$ cat config.mk
export PLATFORM = sky130hd
export DESIGN_NAME = process_slot_table
export DESIGN_NICKNAME = d
export VERILOG_FILES = /design/src/rtl/pst_pkg.sv /design/src/rtl/pst_ram.sv /design/src/rtl/pst_ctrl.sv /design/src/rtl/pst_dp.sv /design/src/rtl/process_slot_table.sv
export SDC_FILE = /design/constraint.sdc
export NUM_CORES = 1
export LEC_CHECK = 0
export ABC_AREA = 0
export BUFFER_PORTS_ARGS = -buffer_cell sky130_fd_sc_hd__buf_2
export CORE_MARGIN = 2
export CORE_UTILIZATION = 35
export CTS_CLUSTER_SIZE = 14
export DETAILED_ROUTE_END_ITERATION = 10
export SYNTH_ARGS = -nofsm -noshare
export SYNTH_HDL_FRONTEND = slang
export SYNTH_SLANG_ARGS = --single-unit
$ cat constraint.sdc
create_clock -name i_clk -period 10.45 [get_ports i_clk]
set_input_delay 0.5225 -clock i_clk [delete_from_list [all_inputs] [get_ports i_clk]]
set_output_delay 0.5225 -clock i_clk [all_outputs]
set_load 0.1 [all_outputs]
$ cat src/rtl/pst_pkg.sv
package pst_pkg;

    localparam int SLOT_COUNT_DEF = 16;

    localparam int CMD_W  = 3;
    localparam int PID_W  = 32;
    localparam int SLOT_W = 4;
    localparam int CODE_W = 64;

    // request payload: pid, slot, exit_val from bit 0 up, padded to whole bytes
    localparam int IN_DATA_W  = ((PID_W + SLOT_W + CODE_W + 7) / 8) * 8;
    // result payload: slot_out, pid_out from bit 0 up, padded to whole bytes
    localparam int OUT_DATA_W = ((SLOT_W + PID_W + 7) / 8) * 8;

    typedef enum logic [CMD_W-1:0] {
        CMD_ALLOC   = 3'd0,
        CMD_FIND    = 3'd1,
        CMD_EXIT    = 3'd2,
        CMD_RELEASE = 3'd3,
        CMD_REAP    = 3'd4
    } t_cmd;

    typedef enum logic [1:0] {
        ST_UNUSED  = 2'd0,
        ST_CREATED = 2'd1,
        ST_EXITED  = 2'd2
    } t_slot_st;

    // controller to datapath
    typedef struct packed {
        logic load;        // capture the request, rewind the scan
        logic alloc_step;  // test one slot for allocate
        logic find_step;   // issue one read / compare one slot for find
        logic apply;       // apply the update: exit, release, reap
        logic push;        // move the result into the output register
    } t_dp_ctl;

    // datapath to controller
    typedef struct packed {
        logic alloc_done;
        logic find_done;
        logic out_busy;
    } t_dp_stat;

endpackage

$ cat src/rtl/pst_ram.sv
module pst_ram #(
    parameter int WIDTH = 32,
    parameter int DEPTH = 16
) (
    input  logic                                    i_clk,
    input  logic                                    i_wr_en,
    input  logic [((DEPTH > 1) ? $clog2(DEPTH) : 1)-1:0] i_wr_addr,
    input  logic [WIDTH-1:0]                        i_wr_data,
    input  logic [((DEPTH > 1) ? $clog2(DEPTH) : 1)-1:0] i_rd_addr,
    output logic [WIDTH-1:0]                        o_rd_data
);

    localparam int AW = (DEPTH > 1) ? $clog2(DEPTH) : 1;

    logic [WIDTH-1:0] r_mem [DEPTH];
    logic [WIDTH-1:0] r_rd_data;

    always_ff @(posedge i_clk) begin
        if (i_wr_en) begin
            r_mem[i_wr_addr] <= i_wr_data;
        end
        r_rd_data <= r_mem[i_rd_addr[AW-1:0]];
    end

    assign o_rd_data = r_rd_data;

endmodule

$ cat src/rtl/pst_ctrl.sv
module pst_ctrl (
    input  logic                     i_clk,
    input  logic                     i_rst_n,
    input  logic                     i_in_valid,
    input  logic [pst_pkg::CMD_W-1:0] i_cmd,
    output logic                     o_in_ready,
    input  pst_pkg::t_dp_stat        i_stat,
    output pst_pkg::t_dp_ctl         o_ctl
);
    import pst_pkg::*;

    typedef enum logic [2:0] {
        S_IDLE,
        S_ALLOC,
        S_FIND,
        S_APPLY,
        S_DONE
    } t_state;

    t_state r_state;
    t_state n_state;

    always_comb begin
        o_ctl            = '0;
        o_ctl.load       = (r_state == S_IDLE) && i_in_valid;
        o_ctl.alloc_step = (r_state == S_ALLOC);
        o_ctl.find_step  = (r_state == S_FIND);
        o_ctl.apply      = (r_state == S_APPLY);
        o_ctl.push       = (r_state == S_DONE) && !i_stat.out_busy;
        o_in_ready       = (r_state == S_IDLE);
    end

    always_comb begin
        n_state = r_state;
        unique case (r_state)
            S_IDLE: begin
                if (i_in_valid) begin
                    unique case (i_cmd)
                        CMD_ALLOC: n_state = S_ALLOC;
                        CMD_FIND:  n_state = S_FIND;
                        default:   n_state = S_APPLY;
                    endcase
                end
            end
            S_ALLOC: begin
                if (i_stat.alloc_done) n_state = S_DONE;
            end
            S_FIND: begin
                if (i_stat.find_done) n_state = S_DONE;
            end
            S_APPLY: n_state = S_DONE;
            S_DONE: begin
                if (!i_stat.out_busy) n_state = S_IDLE;
            end
            default: n_state = S_IDLE;
        endcase
    end

    always_ff @(posedge i_clk) begin
        if (!i_rst_n) begin
            r_state <= S_IDLE;
        end else begin
            r_state <= n_state;
        end
    end

endmodule

$ cat src/rtl/pst_dp.sv
module pst_dp #(
    parameter int SLOT_COUNT = pst_pkg::SLOT_COUNT_DEF
) (
    input  logic                       i_clk,
    input  logic                       i_rst_n,
    input  pst_pkg::t_dp_ctl           i_ctl,
    output pst_pkg::t_dp_stat          o_stat,
    input  logic [pst_pkg::CMD_W-1:0]  i_cmd,
    input  logic [pst_pkg::PID_W-1:0]  i_pid,
    input  logic [pst_pkg::SLOT_W-1:0] i_slot,
    input  logic [pst_pkg::CODE_W-1:0] i_exit_val,
    input  logic                       i_out_ready,
    output logic                       o_out_valid,
    output logic                       o_found,
    output logic [pst_pkg::SLOT_W-1:0] o_slot_out,
    output logic [pst_pkg::PID_W-1:0]  o_pid_out
);
    import pst_pkg::*;

    localparam int IW = (SLOT_COUNT > 1) ? $clog2(SLOT_COUNT) : 1;
    localparam logic [IW-1:0] LAST = IW'(SLOT_COUNT - 1);

    // slot state and an "identifier reads as zero" flag live in flops so that
    // reset and reap clear them at once; identifiers and codes sit in RAM
    t_slot_st          r_st   [SLOT_COUNT];
    logic              r_idz  [SLOT_COUNT];
    logic [PID_W-1:0]  r_next_ident;

    t_cmd              r_cmd;
    logic [PID_W-1:0]  r_pid;
    logic [IW-1:0]     r_slot_idx;
    logic              r_slot_ok;
    logic [CODE_W-1:0] r_code;

    logic [IW-1:0]     r_idx;
    logic [IW-1:0]     r_cmp_idx;
    logic              r_cmp_vld;
    logic              r_hit;
    logic [IW-1:0]     r_res_idx;
    logic [PID_W-1:0]  r_res_id;

    logic              r_out_valid;
    logic              r_out_found;
    logic [SLOT_W-1:0] r_out_slot;
    logic [PID_W-1:0]  r_out_pid;

    logic [IW+SLOT_W-1:0] slot_ext;
    logic [IW+SLOT_W-1:0] res_ext;
    logic [IW-1:0]        sel_idx;
    t_slot_st             sel_st;
    logic [PID_W-1:0]     id_rd;
    logic [PID_W-1:0]     cmp_ident;
    logic                 alloc_free;
    logic                 find_match;
    logic                 code_wr_en;
    logic [IW-1:0]        code_wr_addr;
    logic [CODE_W-1:0]    code_wr_data;

    assign slot_ext = {{IW{1'b0}}, i_slot};
    assign res_ext  = {{SLOT_W{1'b0}}, r_res_idx};

    assign sel_idx    = i_ctl.alloc_step ? r_idx : r_cmp_idx;
    assign sel_st     = r_st[sel_idx];
    assign cmp_ident  = r_idz[r_cmp_idx] ? '0 : id_rd;
    assign alloc_free = i_ctl.alloc_step && (sel_st == ST_UNUSED);
    assign find_match = i_ctl.find_step && r_cmp_vld && (sel_st != ST_UNUSED)
                        && (cmp_ident == r_pid);

    assign o_stat.alloc_done = alloc_free || (r_idx == LAST);
    assign o_stat.find_done  = find_match || (r_cmp_vld && (r_cmp_idx == LAST));
    assign o_stat.out_busy   = r_out_valid && !i_out_ready;

    // allocate zeroes the code; exit writes it; release zeroes it
    always_comb begin
        code_wr_en   = 1'b0;
        code_wr_addr = r_slot_idx;
        code_wr_data = '0;
        if (alloc_free) begin
            code_wr_en   = 1'b1;
            code_wr_addr = r_idx;
        end else if (i_ctl.apply && r_slot_ok) begin
            if (r_cmd == CMD_EXIT) begin
                code_wr_en   = 1'b1;
                code_wr_data = r_code;
            end else if (r_cmd == CMD_RELEASE) begin
                code_wr_en   = 1'b1;
            end
        end
    end

    pst_ram #(
        .WIDTH (PID_W),
        .DEPTH (SLOT_COUNT)
    ) u_ident_ram (
        .i_clk     (i_clk),
        .i_wr_en   (alloc_free),
        .i_wr_addr (r_idx),
        .i_wr_data (r_next_ident),
        .i_rd_addr (r_idx),
        .o_rd_data (id_rd)
    );

    pst_ram #(
        .WIDTH (CODE_W),
        .DEPTH (SLOT_COUNT)
    ) u_code_ram (
        .i_clk     (i_clk),
        .i_wr_en   (code_wr_en),
        .i_wr_addr (code_wr_addr),
        .i_wr_data (code_wr_data),
        .i_rd_addr (code_wr_addr),
        .o_rd_data ()
    );

    always_ff @(posedge i_clk) begin
        if (!i_rst_n) begin
            for (int i = 0; i < SLOT_COUNT; i++) begin
                r_st[i]  <= ST_UNUSED;
                r_idz[i] <= 1'b1;
            end
            r_next_ident <= PID_W'(1);
            r_out_valid  <= 1'b0;
        end else begin
            if (i_ctl.load) begin
                r_cmd      <= t_cmd'(i_cmd);
                r_pid      <= i_pid;
                r_slot_idx <= slot_ext[IW-1:0];
                r_slot_ok  <= (slot_ext < (IW+SLOT_W)'(SLOT_COUNT));
                r_code     <= i_exit_val;
                r_idx      <= '0;
                r_cmp_vld  <= 1'b0;
                r_hit      <= 1'b0;
                r_res_idx  <= '0;
                r_res_id   <= '0;
            end

            if (i_ctl.alloc_step) begin
                if (alloc_free) begin
                    r_st[r_idx]  <= ST_CREATED;
                    r_idz[r_idx] <= 1'b0;
                    r_hit        <= 1'b1;
                    r_res_idx    <= r_idx;
                    r_res_id     <= r_next_ident;
                    r_next_ident <= r_next_ident + PID_W'(1);
                end else if (r_idx != LAST) begin
                    r_idx <= r_idx + IW'(1);
                end
            end

            // read runs one slot ahead of the compare
            if (i_ctl.find_step) begin
                if (r_idx != LAST) begin
                    r_idx <= r_idx + IW'(1);
                end
                r_cmp_idx <= r_idx;
                r_cmp_vld <= 1'b1;
                if (find_match) begin
                    r_hit     <= 1'b1;
                    r_res_idx <= r_cmp_idx;
                    r_res_id  <= cmp_ident;
                end
            end

            if (i_ctl.apply) begin
                unique case (r_cmd)
                    CMD_EXIT: begin
                        if (r_slot_ok) r_st[r_slot_idx] <= ST_EXITED;
                    end
                    CMD_RELEASE: begin
                        if (r_slot_ok) begin
                            r_st[r_slot_idx]  <= ST_UNUSED;
                            r_idz[r_slot_idx] <= 1'b1;
                        end
                    end
                    CMD_REAP: begin
                        // stale codes of reaped slots are never read back
                        for (int i = 0; i < SLOT_COUNT; i++) begin
                            if (r_st[i] == ST_EXITED) begin
                                r_st[i]  <= ST_UNUSED;
                                r_idz[i] <= 1'b1;
                            end
                        end
                    end
                    default: ;
                endcase
            end

            if (i_ctl.push) begin
                r_out_valid <= 1'b1;
                r_out_found <= r_hit;
                r_out_slot  <= res_ext[SLOT_W-1:0];
                r_out_pid   <= r_res_id;
            end else if (i_out_ready) begin
                r_out_valid <= 1'b0;
            end
        end
    end

    assign o_out_valid = r_out_valid;
    assign o_found     = r_out_found;
    assign o_slot_out  = r_out_slot;
    assign o_pid_out   = r_out_pid;

endmodule

$ cat src/rtl/process_slot_table.sv
// Process slot table: SLOT_COUNT slots, each unused, created or exited, with
// a 32-bit identifier and a 64-bit exit code, plus a running identifier
// counter that starts at one and wraps. Each request gives exactly one
// result. Allocate takes the lowest unused slot (found = 1, its index and new
// identifier); find returns the lowest in-use slot holding the requested
// identifier; mark exited, release, reap and undefined commands answer all
// zero. A request is taken only while the block is idle; it is captured as
// it is taken, then worked on, and its result is handed to the output
// register. Allocate scans one slot a cycle; find streams the identifier RAM
// with its registered read, one slot a cycle, the compare running one slot
// behind the read; mark exited, release and reap update the table in the
// apply state, reap clearing all exited slots at once. A finished result
// waits in the output register while the next request is already taken. No
// clearing pass is needed after reset: slot state and a per-slot
// zero-identifier flag are flip-flops that reset clears.
module process_slot_table #(
    parameter int SLOT_COUNT = pst_pkg::SLOT_COUNT_DEF
) (
    input  logic                             i_clk,
    input  logic                             i_rst_n,
    input  logic                             s_axis_tvalid,
    output logic                             s_axis_tready,
    // pid [31:0], slot [35:32], exit_val [99:36], zero padding above
    input  logic [pst_pkg::IN_DATA_W-1:0]    s_axis_tdata,
    // cmd [2:0]
    input  logic [pst_pkg::CMD_W-1:0]        s_axis_tuser,
    output logic                             m_axis_tvalid,
    input  logic                             m_axis_tready,
    // slot_out [3:0], pid_out [35:4], zero padding above
    output logic [pst_pkg::OUT_DATA_W-1:0]   m_axis_tdata,
    // found [0]
    output logic [0:0]                       m_axis_tuser
);
    import pst_pkg::*;

    t_dp_ctl           ctl;
    t_dp_stat          stat;
    logic [PID_W-1:0]  in_pid;
    logic [SLOT_W-1:0] in_slot;
    logic [CODE_W-1:0] in_code;
    logic              out_found;
    logic [SLOT_W-1:0] out_slot;
    logic [PID_W-1:0]  out_pid;

    // unpack the request
    assign in_pid  = s_axis_tdata[PID_W-1:0];
    assign in_slot = s_axis_tdata[PID_W +: SLOT_W];
    assign in_code = s_axis_tdata[PID_W+SLOT_W +: CODE_W];

    // sequence each request: capture, scan or update, hand over the result
    pst_ctrl u_ctrl (
        .i_clk      (i_clk),
        .i_rst_n    (i_rst_n),
        .i_in_valid (s_axis_tvalid),
        .i_cmd      (s_axis_tuser),
        .o_in_ready (s_axis_tready),
        .i_stat     (stat),
        .o_ctl      (ctl)
    );

    // slot table, identifier counter and output register
    pst_dp #(
        .SLOT_COUNT (SLOT_COUNT)
    ) u_dp (
        .i_clk       (i_clk),
        .i_rst_n     (i_rst_n),
        .i_ctl       (ctl),
        .o_stat      (stat),
        .i_cmd       (s_axis_tuser),
        .i_pid       (in_pid),
        .i_slot      (in_slot),
        .i_exit_val  (in_code),
        .i_out_ready (m_axis_tready),
        .o_out_valid (m_axis_tvalid),
        .o_found     (out_found),
        .o_slot_out  (out_slot),
        .o_pid_out   (out_pid)
    );

    // pack the result, padding with zeros
    assign m_axis_tdata = {{(OUT_DATA_W - SLOT_W - PID_W){1'b0}}, out_pid, out_slot};
    assign m_axis_tuser = out_found;

endmodule

# == Yosys cells after proc, flatten, opt, wreduce, memory -nomap -nowiden ==
# Memory sizes are Yosys's and may differ from the RTL's. A register that Yosys moved wholly into a read port is not among the register bits.
# Cells that the tools add are included.
# classes
reduce_logical,28
bitwise_logic,33
magnitude_cmp,1
addsub,2
n_mux,173
eq_ne,32
# ops
operator,count
$mux 32,6
$mux 1,125
$mux 4,17
$mux 2,19
$or 1x1->1,33
$add 32x1->32 const B,1
$eq 2x2->1 const B,16
$eq 32x32->1,1
$pmux 3 s5,1
$eq 3x2->1 const B,4
$mux 3,4
$reduce_and 2->1,5
$eq 4x4->1 const B,2
$logic_and 1x1->1,8
$ne 2x2->1 const B,4
$eq 3x1->1 const B,2
$eq 3x3->1 const B,2
$logic_not 3->1,2
$reduce_bool 2->1,3
$lt 4x5->1 const B,1
$add 4x1->4 const B,1
$ne 4x4->1 const B,1
$pmux 2 s2,1
$reduce_and 4->1,1
other kinds (5),9
# totals
ff_bits,159
out_inout_bits,43
ramBits,560
in_bits,111
wordCells,288
mem_count,3
# memory_table
name,depth,word_bits,rd,rd_clocked_by_memory_dff,write_ports,line_no,rtl
u_dp.u_ident_ram.r_mem,16,32,1,1,1,pst_ram.sv:15,logic [WIDTH-1:0] r_mem [DEPTH];
u_dp.r_st,16,2,17,0,16,pst_dp.sv:25,t_slot_st r_st [SLOT_COUNT];
u_dp.r_idz,16,1,1,1,16,pst_dp.sv:26,logic r_idz [SLOT_COUNT];

# == Logic depth before layout (Yosys ltp) ==
# An unclocked memory read counts as a cell.
# depth
word_depth,12
mapped_depth,12
mapped_depth_nobuf,9

# == Modules after synthesis ==
# Synthesis repeated with hierarchy kept, for this count alone.
# unflattened
hier_cells,1856
hier_area_um2,30176.4
# by_module_without_submodules
module,cells_per_inst,area_each_um2,seq_area_each_um2,n_inst
pst_ram,838,19854.0,16015.4,1
pst_dp,988,10040.9,5525.3,1
pst_ctrl,25,247.7,60.1,1
process_slot_table,5,33.8,0.0,1

# == Worst setup path after synthesis ==
# Ideal clock, no wire load.
# synth_timing
path_kind,flip-flop to flip-flop
from,register u_ctrl.r_state[2]
to,register u_dp.r_cmd[0] (enable)
arrival_time_ps,5153
stages_incl_launch_ff,6
setup_ps,435
required_ps,10015
period_less_slack_ps,5588
n_path_buf,2
path_slack_ps,4862
cell_sequence,dfxtp_1 -> clkbuf_1 -> nor3_1 -> nand2_1 -> clkbuf_1 -> nor2_1
# synth_between
elab_chain_len,3
# synth_lines
element,line_no,rtl
start: declaration,pst_ctrl.sv:20,t_state r_state;
start signal: assignment,pst_ctrl.sv:63,r_state <= n_state;
$logic_not 3->1,-,
via s_axis_tready,process_slot_table.sv:22,"output logic s_axis_tready,"
$logic_and 1x1->1,pst_ctrl.sv:25,o_ctl.load = (r_state == S_IDLE) && i_in_valid;
$reduce_and 2->1 (no source line),-,
end signal: assignment,pst_dp.sv:125,r_cmd <= t_cmd'(i_cmd);
end: declaration,pst_dp.sv:29,t_cmd r_cmd;
# The timed path passes the listed nets, and every way through them passes these cells.
# A chain may end at the register's enable or synchronous reset.

# == Final worst setup path ==
# layout_timing
from,register u_dp.r_idx[0]
to,memory u_dp.u_ident_ram.r_mem[9][7] (enable)
# layout_between
elab_chain_len,6
# layout_lines
element,line_no,rtl
start: declaration,pst_dp.sv:35,logic [IW-1:0] r_idx;
start signal: assignment,pst_dp.sv:146,r_idx <= r_idx + IW'(1);
start signal: assignment,pst_dp.sv:153,r_idx <= r_idx + IW'(1);
$mux 4,pst_dp.sv:62,assign sel_idx = i_ctl.alloc_step ? r_idx : r_cmp_idx;
$mem_v2 16x2,-,
$logic_not 2->1,pst_dp.sv:65,assign alloc_free = i_ctl.alloc_step && (sel_st == ST_UNUSED);
$logic_and 1x1->1,pst_dp.sv:65,
$mux 1,pst_ram.sv:19,if (i_wr_en) begin
$mux 1 (not written as such),pst_ram.sv:20,r_mem[i_wr_addr] <= i_wr_data;
end: declaration,pst_ram.sv:15,
# Several ways; a longest one is shown, not always the timed one.

==> qor.txt <==
FF+latch count, synth = 754
Post-synthesis sequential area ratio = 71.1%
Worst hold slack = 76.7 ps
Minimum clock period = 5180 ps
Final #Nets = 2,007
Fraction of layout cells with a size suffix above 1 = 22.5%
Filler Cells Inserted = 7,864
Post_cts resized = 0
Max Cap Viol = 0
Cells after DPL = 2,965
Worst slack, placed = 5360 ps
Post-route cell area = 34,800 um2
Clock Latency Late Sink = 630 ps
Initial antenna violation count = 2
# rows = 108
IO buf count = 81
Period utilization = 49.6%
Die Wd = 300 um
Worst slew pin tran = 1220 ps
Layout area overhead = 13.8%
GRT overflow = 0
Final setup margin = 5270 ps
Util after Layout = 40.1%
Ys flop type = edfxtp_1
CP endpoint kind = flop
Power density cells = 243 nW/um2
Pin count of the biggest net entering global routing = 142
Total number of vias = 17.1k
Routed wire length = 80,000 um
Worst Hold Depth = 1
WL/cell = 25.7 um
DRC violations left = 0
CTS Hold Bufs = 0
Reg2Reg Depth = 8
Setup Buffers After CTS = 0
Design Power = 8.46 mW
CTS H-tree lvls = 3
Distinct cells, synth = 66
Fmax = 193 MHz
Req. time, crit path = 10,690 ps
Clk_skew = 28.7 ps
Final slew viol count = 0
Final-report setup violation count = 0
DIE AREA = 89,800 um2
Post-synth top area share = 65.4%
Initial DRC count = 1,988
Non-Filler Instances = 3,112
EDFF count, synth = 666
RSZ-0062 raised after global routing = no
Sum Neg Setup Slack = 0 ps
Core area = 86,800 um2
Clk sink count = 754
TritonCTS clock tree = done
First-pass DRT Iterations = 6
Most frequent cells in the layout = edfxtp_1 (666), mux4_2 (165), nand2_1 (117), dfxtp_1 (88)
Syn. warnings = 0
WP data arrival = 5420 ps
Worst Path Max Fanout = 38
CTS Buf Count = 79
Biggest area consumer among synthesized cells = edfxtp_1
Gr usage total = 17.7%
Commonest non-fill, non-tap cell in the layout = edfxtp_1
Detail Route Antenna Nets = 0
VDD IR max = 0.000187 V
Class of the worst hold path = primary input to flop
Vias in the first global route = 16.9k
Post-Syn Instances = 1,794
I/O Pins = 154
Post-Syn Area = 30,600 um2
Via/cell ratio = 5.50
Leakage = 11.2 nW
Die Height = 300 um
First-pass GRT wire length = 116,000 um
Synth area leaders = edfxtp_1 (65%), mux4_2 (12%), dfxtp_1 (5.8%), mux2i_1 (1.8%), nand2_1 (1.4%)
Max clock buf depth = 3
Root Driver = clkbuf_16
Post-DP HPWL = 44,700 um
Status = finished, final reports clean
Clock transition at path regs = 60 ps
Initial Util = 35.3%
Hold Fails Final Rpt = 0
Mean Syn Cell Area = 17.1 um2
Relative slew slack = 18.1%
Post-synth ARST share = 0%
Startpoint Class = flop
Area after DPL = 32,400 um2
Critical path class = flop to flop
RePlAce Congestion = 0.853
flip-flops by register name (all words and copies together) (netlist names), named ones only:
| signal | flops |
|---|---|
| u_dp.r_slot_idx | 4 |
| u_dp.r_res_idx | 4 |
| u_dp.r_hit | 1 |
| u_dp.o_slot_out | 4 |
| u_dp.r_idx | 4 |
| u_dp.r_cmp_idx | 4 |
| u_dp.o_pid_out | 32 |
| u_dp.r_cmp_vld | 1 |
| u_dp.r_cmd | 3 |
| u_dp.u_ident_ram.o_rd_data | 32 |
| u_dp.r_pid | 32 |
| u_ctrl.r_state | 3 |
| u_dp.r_next_ident | 32 |
| u_dp.r_idz | 16 |
| u_dp.u_ident_ram.r_mem | 512 |
| u_dp.o_found | 1 |
| u_dp.r_res_id | 32 |
| u_dp.o_out_valid | 1 |
| u_dp.r_st | 32 |
cells in the mapped netlist, drive strengths merged (13+ instances only):
master and n:
or3 20, mux4 165, nor2b 17, edfxtp 666
nand3 56, nor2 81, buf 38, o21a 28
o22ai 16, mux2i 55, nor3 32, a21oi 36
o21ai 49, dfxtp 88, nor3b 13, mux2 21
nand2 118, nand2b 30, clkbuf 65, nor4 18
inv 31
cells by family after synthesis:
kind of cell / after synthesis / share of synthesized area [%]
XOR/XNOR: 10 / 0.286
other: 1 / 0.0123
flip-flops: 754 / 71.1
buffers and inverters: 134 / 1.82
adder cells (fa/ha/maj): 5 / 0.204
AO/OA/AOI/OAI: 205 / 4.50
multiplexers: 241 / 14.7
AND/OR/NAND/NOR: 444 / 7.33
cell type report:
class / instances / area [um2] / share of cell area [%]
Antenna cell: 1 / 2.50 / 0.00719
Multi-Input combinational cell: 909 / 8380 / 24.1
Sequential cell: 754 / 21800 / 62.5
Timing Repair Buffer: 116 / 683 / 1.96
Clock buffer: 112 / 2170 / 6.24
Inverter: 31 / 116 / 0.334
Clock inverter: 34 / 269 / 0.772
Tap cell: 1155 / 1450 / 4.15
where the power goes:
part	switching (mW)	total (mW)	internal, mW
Sequential	0.270	3.78	3.51
Combinational	1.15	2.02	0.866
Clock	1.15	2.66	1.51
Total	2.58	8.46	5.89
worst max-delay path, stage by stage (launching register included):
cell and delay [ps]:
edfxtp_1 800, nor4bb_1 830, a21o_1 370, mux4_2 600
buf_4 510, and2_4 630, nand2_1 270, nor2_4 120
buf_4 580
path summary, 6_finish.rpt:
check                                  startpoint                           end  slack (ps)
worst min register to register  u_dp.r_res_id[13]            u_dp.o_pid_out[13]         450
worst min-delay path             s_axis_tdata[33]            u_dp.r_slot_idx[1]          80
worst max register to register      u_dp.r_idx[0]  u_dp.u_ident_ram.r_mem[9][7]        5270
worst max-delay path                u_dp.r_idx[0]  u_dp.u_ident_ram.r_mem[9][7]        5270
layer usage:
layer / GRT usage (%) / vias to the layer above / share of wire, %
met3: 3.98 / 97 / 9.0
met2: 27.2 / 760 / 46
met1: 25.5 / 8917 / 43
met5: 0 / - / 0
li1: - / 7351 / -
met4: 4.36 / 0 / 1.6
No activity file was read; power rests on OpenSTA's default activity.
